### config.mk
export PLATFORM = sky130hd
export DESIGN_NAME = signed_binary_to_decimal_ascii
export DESIGN_NICKNAME = d
export VERILOG_FILES = /design/src/rtl/sbda_pkg.sv /design/src/rtl/sbda_cell.sv /design/src/rtl/sbda_emit.sv /design/src/rtl/signed_binary_to_decimal_ascii.sv
export SDC_FILE = /design/constraint.sdc
export NUM_CORES = 1
export LEC_CHECK = 0
export BUFFER_PORTS_ARGS = -buffer_cell sky130_fd_sc_hd__buf_2
export CORE_ASPECT_RATIO = 1.75
export CORE_UTILIZATION = 35
export CTS_CLUSTER_DIAMETER = 50
export DETAILED_ROUTE_END_ITERATION = 6
export GPL_TIMING_DRIVEN = 0
export HOLD_SLACK_MARGIN = 0.08
export PLACE_DENSITY = 0.57
export SETUP_SLACK_MARGIN = 0.05
export SYNTH_ARGS = -nofsm -noshare
export SYNTH_HDL_FRONTEND = slang
export SYNTH_SLANG_ARGS = --single-unit
### constraint.sdc
create_clock -name i_clk -period 5 [get_ports i_clk]
set_clock_uncertainty 0.1 [all_clocks]
set_input_delay 0.5 -clock i_clk [delete_from_list [all_inputs] [get_ports i_clk]]
set_output_delay 0.5 -clock i_clk [all_outputs]
set_load 0.005 [all_outputs]
### src/rtl/sbda_pkg.sv
// shared types, constants and sizing functions for the signed binary to decimal ascii block
// no dependencies
`default_nettype none

package sbda_pkg;

    localparam int DEFAULT_VALUE_BITS = 32;
    localparam int BITS_PER_STEP      = 3;
    localparam int DIGIT_BITS         = 4;
    localparam int CHAR_BITS          = 6;
    localparam int COUNT_BITS         = 4;

    localparam logic [CHAR_BITS-1:0] MINUS_CHAR = 6'd45;
    localparam logic [CHAR_BITS-1:0] ZERO_CHAR  = 6'd48;

    // decimal digits of 2^(vb-1), exact for vb up to 64
    function automatic int digits_for(input int vb);
        return (((vb - 1) * 1233) >> 12) + 1;
    endfunction

    // shift steps of BITS_PER_STEP bits that cover vb bits
    function automatic int steps_for(input int vb);
        return (vb + BITS_PER_STEP - 1) / BITS_PER_STEP;
    endfunction

    // hand-off from the converter chain to the character emitter
    typedef struct packed {
        logic load;
        logic neg;
        logic stream;
    } t_emit_ctl;

    // emitter status back to the top level
    typedef struct packed {
        logic ready;
        logic strobe;
        logic last;
    } t_emit_status;

endpackage

`default_nettype wire

### src/rtl/sbda_cell.sv
// one bcd digit cell of the shift-and-add-3 chain, three bits per clock while enabled
// depends on sbda_pkg
`default_nettype none

module sbda_cell
    import sbda_pkg::*;
(
    input  wire logic                     i_clk,
    input  wire logic                     i_clr,
    input  wire logic                     i_en,
    input  wire logic [BITS_PER_STEP-1:0] i_bits,
    output logic      [BITS_PER_STEP-1:0] o_bits,
    output logic      [DIGIT_BITS-1:0]    o_digit
);

    logic [DIGIT_BITS-1:0] r_digit;
    logic [DIGIT_BITS-1:0] n_digit;

    // bit BITS_PER_STEP-1 is consumed first
    always_comb begin
        logic [DIGIT_BITS-1:0] d;
        d      = r_digit;
        o_bits = '0;
        for (int s = BITS_PER_STEP - 1; s >= 0; s--) begin
            if (d >= 4'd5) begin
                d = d + 4'd3;
            end
            o_bits[s] = d[DIGIT_BITS-1];
            d = {d[DIGIT_BITS-2:0], i_bits[s]};
        end
        n_digit = d;
    end

    always_ff @(posedge i_clk) begin
        if (i_clr) begin
            r_digit <= '0;
        end else if (i_en) begin
            r_digit <= n_digit;
        end
    end

    assign o_digit = r_digit;

endmodule

`default_nettype wire

### src/rtl/sbda_emit.sv
// character emitter: holds one converted value and sends it out one character a clock
// depends on sbda_pkg
`default_nettype none

module sbda_emit
    import sbda_pkg::*;
#(
    parameter int NDIG = digits_for(DEFAULT_VALUE_BITS)
) (
    input  wire logic                       i_clk,
    input  wire logic                       i_rst_n,
    input  wire t_emit_ctl                  i_ctl,
    input  wire logic [NDIG*DIGIT_BITS-1:0] i_digits,
    output t_emit_status                    o_status,
    output logic      [CHAR_BITS-1:0]       o_character,
    output logic                            o_error_stream,
    output logic      [COUNT_BITS-1:0]      o_char_count
);

    localparam int PW = $clog2(NDIG);
    localparam int CW = $clog2(NDIG + 2);

    logic                  r_busy;
    logic                  n_busy;
    logic                  r_minus;
    logic                  n_minus;
    logic [PW-1:0]         r_ptr;
    logic [PW-1:0]         n_ptr;
    logic [CW-1:0]         r_count;
    logic [CW-1:0]         n_count;
    logic                  r_stream;
    logic [DIGIT_BITS-1:0] r_dig [NDIG];
    logic [PW-1:0]         w_lead;
    logic                  w_last;
    logic [CW+COUNT_BITS-1:0] w_count_ext;

    // highest nonzero digit, zero when the value is zero
    always_comb begin
        w_lead = '0;
        for (int i = 0; i < NDIG; i++) begin
            if (i_digits[i*DIGIT_BITS +: DIGIT_BITS] != '0) begin
                w_lead = PW'(i);
            end
        end
    end

    assign w_last = r_busy && !r_minus && (r_ptr == '0);

    always_comb begin
        n_busy  = r_busy;
        n_minus = r_minus;
        n_ptr   = r_ptr;
        n_count = r_count;
        if (r_busy) begin
            n_count = r_count + 1'b1;
            if (r_minus) begin
                n_minus = 1'b0;
            end else if (r_ptr != '0) begin
                n_ptr = r_ptr - 1'b1;
            end else begin
                n_busy = 1'b0;
            end
        end
        if (i_ctl.load) begin
            n_busy  = 1'b1;
            n_minus = i_ctl.neg;
            n_ptr   = w_lead;
            n_count = CW'(1);
        end
    end

    always_ff @(posedge i_clk) begin
        if (!i_rst_n) begin
            r_busy <= 1'b0;
        end else begin
            r_busy <= n_busy;
        end
    end

    always_ff @(posedge i_clk) begin
        r_minus <= n_minus;
        r_ptr   <= n_ptr;
        r_count <= n_count;
        if (i_ctl.load) begin
            r_stream <= i_ctl.stream;
            for (int i = 0; i < NDIG; i++) begin
                r_dig[i] <= i_digits[i*DIGIT_BITS +: DIGIT_BITS];
            end
        end
    end

    assign w_count_ext = {{COUNT_BITS{1'b0}}, r_count};

    assign o_status.ready  = !r_busy || w_last;
    assign o_status.strobe = r_busy;
    assign o_status.last   = w_last;
    assign o_character     = r_minus ? MINUS_CHAR
                                     : ZERO_CHAR + {2'b00, r_dig[r_ptr]};
    assign o_error_stream  = r_stream;
    assign o_char_count    = w_count_ext[COUNT_BITS-1:0];

endmodule

`default_nettype wire

### src/rtl/signed_binary_to_decimal_ascii.sv
// signed binary to decimal ascii: a chain of bcd cells converts the magnitude 3 bits a clock,
// then the emitter sends one character per clock; a value emits up to 11 characters at 32 bits.
// the next value converts while the previous one is emitted, so a new value can be taken
// before the characters of the previous one are all out.
// synchronous active-low reset clears control only; the receiver cannot stall.
// depends on sbda_pkg, sbda_cell, sbda_emit
`default_nettype none

module signed_binary_to_decimal_ascii
    import sbda_pkg::*;
#(
    parameter int VALUE_BITS = DEFAULT_VALUE_BITS
) (
    input  wire logic                         i_clk,
    input  wire logic                         i_rst_n,
    input  wire logic                         start,
    output logic                              busy,
    input  wire logic signed [VALUE_BITS-1:0] i_value,
    input  wire logic                         i_to_error_stream,
    output logic                              o_strobe,
    output logic             [CHAR_BITS-1:0]  o_character,
    output logic                              o_error_stream,
    output logic             [COUNT_BITS-1:0] o_char_count,
    output logic                              o_last
);

    localparam int NDIG  = digits_for(VALUE_BITS);
    localparam int STEPS = steps_for(VALUE_BITS);
    localparam int PAD   = STEPS * BITS_PER_STEP;
    localparam int SW    = $clog2(STEPS);

    // converter control
    logic            r_cv_busy;
    logic            n_cv_busy;
    logic            r_cv_done;
    logic            n_cv_done;
    logic [SW-1:0]   r_step;
    logic [SW-1:0]   n_step;
    logic [PAD-1:0]  r_mag;
    logic [PAD-1:0]  n_mag;
    logic            r_neg;
    logic            r_stream;

    logic                  w_accept;
    logic                  w_handoff;
    logic [VALUE_BITS-1:0] w_abs;
    t_emit_ctl             w_ctl;
    t_emit_status          w_status;

    logic [BITS_PER_STEP-1:0]   w_ob [NDIG];
    logic [BITS_PER_STEP-1:0]   w_ib [NDIG];
    logic [NDIG*DIGIT_BITS-1:0] w_digits;

    // finished conversion moves to the emitter as soon as it can take it;
    // a new value may be accepted in that same cycle
    assign w_handoff = r_cv_done && w_status.ready;
    assign busy      = r_cv_busy || (r_cv_done && !w_status.ready);
    assign w_accept  = start && !busy;

    // magnitude through two's complement negate, most negative value included
    assign w_abs = i_value[VALUE_BITS-1] ? (~i_value + 1'b1) : i_value;

    always_comb begin
        n_cv_busy = r_cv_busy;
        n_cv_done = r_cv_done;
        n_step    = r_step;
        n_mag     = r_mag;
        if (w_handoff) begin
            n_cv_done = 1'b0;
        end
        if (r_cv_busy) begin
            n_mag  = r_mag << BITS_PER_STEP;
            n_step = r_step + 1'b1;
            if (r_step == SW'(STEPS - 1)) begin
                n_cv_busy = 1'b0;
                n_cv_done = 1'b1;
            end
        end
        if (w_accept) begin
            n_cv_busy = 1'b1;
            n_step    = '0;
            n_mag     = PAD'(w_abs);
        end
    end

    always_ff @(posedge i_clk) begin
        if (!i_rst_n) begin
            r_cv_busy <= 1'b0;
            r_cv_done <= 1'b0;
        end else begin
            r_cv_busy <= n_cv_busy;
            r_cv_done <= n_cv_done;
        end
    end

    always_ff @(posedge i_clk) begin
        r_step <= n_step;
        r_mag  <= n_mag;
        if (w_accept) begin
            r_neg    <= i_value[VALUE_BITS-1];
            r_stream <= i_to_error_stream;
        end
    end

    // cell chain, cell 0 is the least significant digit and takes the magnitude bits
    for (genvar g = 0; g < NDIG; g++) begin : g_cell
        if (g == 0) begin : g_first
            assign w_ib[g] = r_mag[PAD-1 -: BITS_PER_STEP];
        end else begin : g_rest
            assign w_ib[g] = w_ob[g-1];
        end
        sbda_cell u_cell (
            .i_clk   (i_clk),
            .i_clr   (w_accept),
            .i_en    (r_cv_busy),
            .i_bits  (w_ib[g]),
            .o_bits  (w_ob[g]),
            .o_digit (w_digits[g*DIGIT_BITS +: DIGIT_BITS])
        );
    end

    assign w_ctl.load   = w_handoff;
    assign w_ctl.neg    = r_neg;
    assign w_ctl.stream = r_stream;

    sbda_emit #(
        .NDIG (NDIG)
    ) u_emit (
        .i_clk          (i_clk),
        .i_rst_n        (i_rst_n),
        .i_ctl          (w_ctl),
        .i_digits       (w_digits),
        .o_status       (w_status),
        .o_character    (o_character),
        .o_error_stream (o_error_stream),
        .o_char_count   (o_char_count)
    );

    assign o_strobe = w_status.strobe;
    assign o_last   = w_status.last;

`ifndef SYNTHESIS
    // a value's characters leave without gaps
    a_no_gap: assert property (@(posedge i_clk) disable iff (!i_rst_n)
        o_strobe && !o_last |=> o_strobe)
        else $error("gap inside a value's characters");

    // a new value's first beat counts from one
    a_count_restart: assert property (@(posedge i_clk) disable iff (!i_rst_n)
        o_strobe && o_last |=> !o_strobe || (o_char_count == 4'd1))
        else $error("character count did not restart");

    // the minus sign only leads
    a_minus_first: assert property (@(posedge i_clk) disable iff (!i_rst_n)
        o_strobe && (o_character == MINUS_CHAR) |-> (o_char_count == 4'd1) && !o_last)
        else $error("minus sign out of place");

    // an accepted value keeps the converter occupied
    a_accept_busy: assert property (@(posedge i_clk) disable iff (!i_rst_n)
        start && !busy |=> busy)
        else $error("converter not busy after accept");
`endif

endmodule

`default_nettype wire
# After elaboration in Yosys (flattened, before gate mapping)
# Memories as Yosys holds them, arrays and structs flattened. A register that Yosys moved wholly into a read port is not among the register bits.
# Cells that the tools add are included.
dict set report totals {
  wordCells 179
  in_bits 36
  ram_bits 40
  memories 1
  regBits 92
}
dict set report classes {
  n_lt_le_gt_ge 30
  n_reduce_logical 26
  bitwise 1
  n_addsub 35
  eq_ne 2
  muxes 62
}
# name depth width read_ports rd_clocked_by_memory_dff write_ports line
set memory_table {}
lappend memory_table {u_emit.r_dig 10 4 1 1 10 sbda_emit.sv:32} ;# logic [DIGIT_BITS-1:0] r_dig [NDIG];
# op count
set op_table {}
lappend op_table {{$mux W4} 34}
lappend op_table {{$ge A4 B3 Y1 const B} 30}
lappend op_table {{$add A4 B2 Y4 const B} 27}
lappend op_table {{$mux W32} 3}
lappend op_table {{$reduce_bool A4 Y1} 10}
lappend op_table {{$add A32 B1 Y32 const B} 1}
lappend op_table {{$not A32 Y32} 1}
lappend op_table {{$mux W3} 7}
lappend op_table {{$mux W1} 15}
lappend op_table {{$add A3 B2 Y3 const B} 3}
lappend op_table {{$add A4 B1 Y4 const B} 2}
lappend op_table {{$add A5 B5 Y6 const A} 1}
lappend op_table {{$mux W6} 1}
lappend op_table {{$reduce_bool A2 Y1} 3}
lappend op_table {{$logic_and A1 B1 Y1} 5}
lappend op_table {{$eq A4 B4 Y1 const B} 1}
lappend op_table {{$logic_not A1 Y1} 4}
lappend op_table {{$logic_not A4 Y1} 1}
lappend op_table {{$mux W2} 2}
lappend op_table {{$sub A4 B1 Y4 const B} 1}
lappend op_table {{$reduce_and A3 Y1} 1}
lappend op_table {{$logic_or A1 B1 Y1} 2}
lappend op_table {{$ne A2 B2 Y1 const B} 1}

# Depth between registers and ports, before layout
dict set report logic_depth {
  word_depth 12
  ltp_mapped 14
  depth_no_buf 14
}

# Hierarchy
# From an unflattened synthesis, not the netlist that was laid out.
dict set report unflattened {
  hier_cells 1196
  hier_area_um2 10961.8
}
# mod instances cells_each area_per_inst_um2 seq_area_each_um2
set modules_own_cells {}
lappend modules_own_cells {sbda_cell 10 81 615.6 80.1}
lappend modules_own_cells {signed_binary_to_decimal_ascii 1 235 2449.8 1161.1}
lappend modules_own_cells {sbda_emit 1 151 2356.0 1561.5}

# Least setup slack after synthesis
# No wires, ideal clock.
dict set report synth_timing {
  path_type {register to register}
  startpoint {reg u_emit.r_ptr[0]}
  endpoint {reg (tool-made name)}
  n_path_buf 0
  setup_ns 0.121
  path_stages_with_launch 10
  t_required_ns 4.779
  path_slack_ns 1.963
  arrival_time_ns 2.816
  synth_period_minus_slack_ns 3.037
  cell_sequence {edfxtp_1 > inv_1 > ha_1 > or3b_2 > o21ai_1 > nand2_1 > clkinv_1 > o211ai_1 > o21ai_0 > mux2_2}
}
# item line
set synth_lines {}
lappend synth_lines {{start: declaration} sbda_emit.sv:27} ;# logic [PW-1:0] r_ptr;
lappend synth_lines {{start signal: assignment} sbda_emit.sv:82} ;# r_ptr <= n_ptr;

==> metrics <==
status finished clean; Ys Warns 0; count of input and output buffers 48; Int Power 0.00336 W; row count 76; Finished Layout Cells 1337; Avg Inst Size Synth 9.35 um^2; top cells by area, synth edfxtp_1 27%, dfxtp_1 13%, ha_1 5.1%; GP Congestion 0.827; post-synthesis sequential area ratio 39.9%; Synth Cell Area 8840 um^2; final WL 24100 um; post-DP HPWL 18400 um; routed vias 7468; Commonest cells post-synth 106 x nand2_1, 84 x o21ai_0, 80 x edfxtp_1; RSZ-0062 raised after global routing no; # clock sinks 136; gr ovfl total 0; Synth Register Bits 136; CTS tree built; Fill cells 2522; first-pass GRT wire length 38400 um; post-CTS sizing 0; Leak 3.82 nW; Yosys top cell area share 27.2%; Post-synth EDFFs 80; full die area 25900 um^2; IO Count 50; Mapped Cells 945; CP required 4.40 ns; initial core utilization 35.7%; Main synth FF type edfxtp_1; Final Hold Violating Endpoints 0; FF+latch area 3520 um^2; vias per inst 5.59; sequential power share 26.6%; max cap viols 0; maximum clock frequency 277 MHz; # DRC 0; Worst IR Drop VDD 0.000237 V; Die Wd 122 um; Critical Path AT 3.01 ns; H-tree level count 4; leading area contributor after synthesis edfxtp_1; multi-input logic area 4950 um^2; Syn-to-layout area delta 14.1%; Final Max Tran Viols 0; DRT Pass-1 Iters 5; Slew @ Worst Pin 0.914 ns; CTS clock-pin slew for the worst setup and hold paths 0.06 ns; Net Sw Frac 42.6%; clock share of power 22.6%; number of global-route vias before repair 7361; CP max FO 10; Crit. End Element primary output; Die Ht 212 um; setup violators final 0; TritonCTS Buffers 17; largest net degree at the start of global routing 51; GRT Util Overall 19.6%; minimum clock period after layout 3.61 ns; TNS Setup 0 ns; Final Cycle Share 72.1%; startpoint types flip-flop; Avg WL per Cell 18.0 um; Post-Place Cell Area 9470 um^2; Post-Synthesis Net Count 1017; combinational share of power 50.8%; Layout Nets 1084; NetSw 0.00250 W; count of different cell masters after synthesis 71; top-count cell post-synth nand2_1; ant diodes 0; setup bufs post-CTS 0; Final Cell Area 10100 um^2; Post-CTS Hold Fix Bufs 0; Max-slew headroom 39.1%; First DRT Iteration DRCs 348; Clock Path Buffers 2; ratio of cells with drive above 1 in the final layout 14.7%; ys async rst share 0%; placed insts 1305; initial antenna violation count 1; post-route ant nets 0; HP Class in2reg; worst skew pair latency 0.43 ns; core area 24700 um^2; Worst Path Class, Setup reg2out; pwr dens 581 nW/um^2; CTS root buf clkbuf_16
cell type report:
| cell class | count | share of cell area [%] |
|---|---|---|
| clock inverter | 15 | 1.89 |
| buffer | 41 | 1.70 |
| sequential | 136 | 34.9 |
| tap | 312 | 3.87 |
| timing repair buffer | 48 | 2.38 |
| clock buffer | 17 | 4.22 |
| multi-input combinational | 717 | 49.1 |
| inverter | 51 | 1.91 |
per-stage QoR:
| step | total power (W) | utilization (%) | hold WS [ns] | setup WS [ns] |
|---|---|---|---|---|
| after CTS | 0.00586 | 40.8 | 0.160 | 1.29 |
| final | 0.00586 | 40.8 | 0.160 | 1.39 |
| after global placement | 0.00448 | 38.3 | 0.302 | 1.06 |
| after floorplan | 0.00383 | - | 0.300 | 1.96 |
| after global routing | 0.00629 | 40.8 | 0.151 | 1.16 |
| after detailed placement | 0.00452 | 38.3 | 0.306 | 1.62 |
state kept, by name, summed over array words and instances, names as in the netlist, 4 cells and up, named ones only:
signal	flops
u_emit.o_char_count	4
r_step	4
g_cell.u_cell.o_digit	40
r_mag	33
u_emit.r_dig	40
u_emit.r_ptr	4
cell families (layout without fill, tap and decap cells):
kind of cell | count (synthesis) | after routing | share of synthesized area [%]
other cells | 1 | 1 | 0.0424
flops | 136 | 136 | 39.9
xor+xnor | 58 | 58 | 5.75
compound gates | 301 | 301 | 22.8
simple gates | 285 | 285 | 17.0
fa+ha+maj | 36 | 36 | 5.10
mux | 36 | 36 | 5.39
buf+inv | 92 | 172 | 4.11
path summary, 6_finish.rpt:
kind	from	slack, ns	cells after the start	to
worst min-delay path	i_to_error_stream	0.16	1	r_stream
worst min register to register	r_stream	0.32	0	u_emit.o_error_stream
worst max-delay path	flip-flop	1.39	6	o_character[2]
worst max register to register	u_emit.r_ptr[0]	1.63	8	g_cell[9].u_cell.o_digit[1]
power groups by stage:
stage | clock [W] | combinational, W | sequential, W
5_1_grt | 0.00139 | 0.00332 | 0.00158
6_report | 0.00132 | 0.00298 | 0.00156
4_1_cts | 0.00135 | 0.00296 | 0.00156
3_5_place_dp | 0 | 0.00294 | 0.00158
3_3_place_gp | 0 | 0.00290 | 0.00158
2_1_floorplan | 0 | 0.00233 | 0.00150
per-layer routing:
metal	part of all wire [%]	routed length, um	track usage [%]
met1	38	9100	19.8
met3	2.9	688	3.22
met5	0.054	13	0
met4	4.4	1060	10.2
met2	55	13200	37.5
critical path, cell delays in order, from the launching register on:
cell,delay [ns]
dfxtp_1,0.46
buf_1,0.71
mux4_2,0.66
mux2_2,0.30
o21ai_0,0.24
nand2_1,0.08
buf_2,0.12
cells in the final DEF, fill, tap and decap left out, types with 11 or more instances in the layout:
cell       synthesis  layout
nand3_1           33      33
nor3b_1           12      12
a21o_1            11      11
a31o_2            18      18
o21ai_1           17      17
clkbuf_1          34      34
xnor2_1           21      21
ha_1              36      36
nand2_1          106     106
o2111ai_1         12      12
o21ai_0           84      84
mux2i_1           15      15
mux2_2            13      13
xor2_1            37      37
a31oi_1           21      21
clkbuf_16          0      17
nor3_1            12      12
nand4_1           12      12
edfxtp_1          80      80
buf_2              1      49
nand2b_1          15      15
and2_1            14      14
inv_1             49      48
nor2_1            22      22
dfxtp_1           56      56
a21oi_1           47      47
No activity file was read; power rests on OpenSTA's default activity.
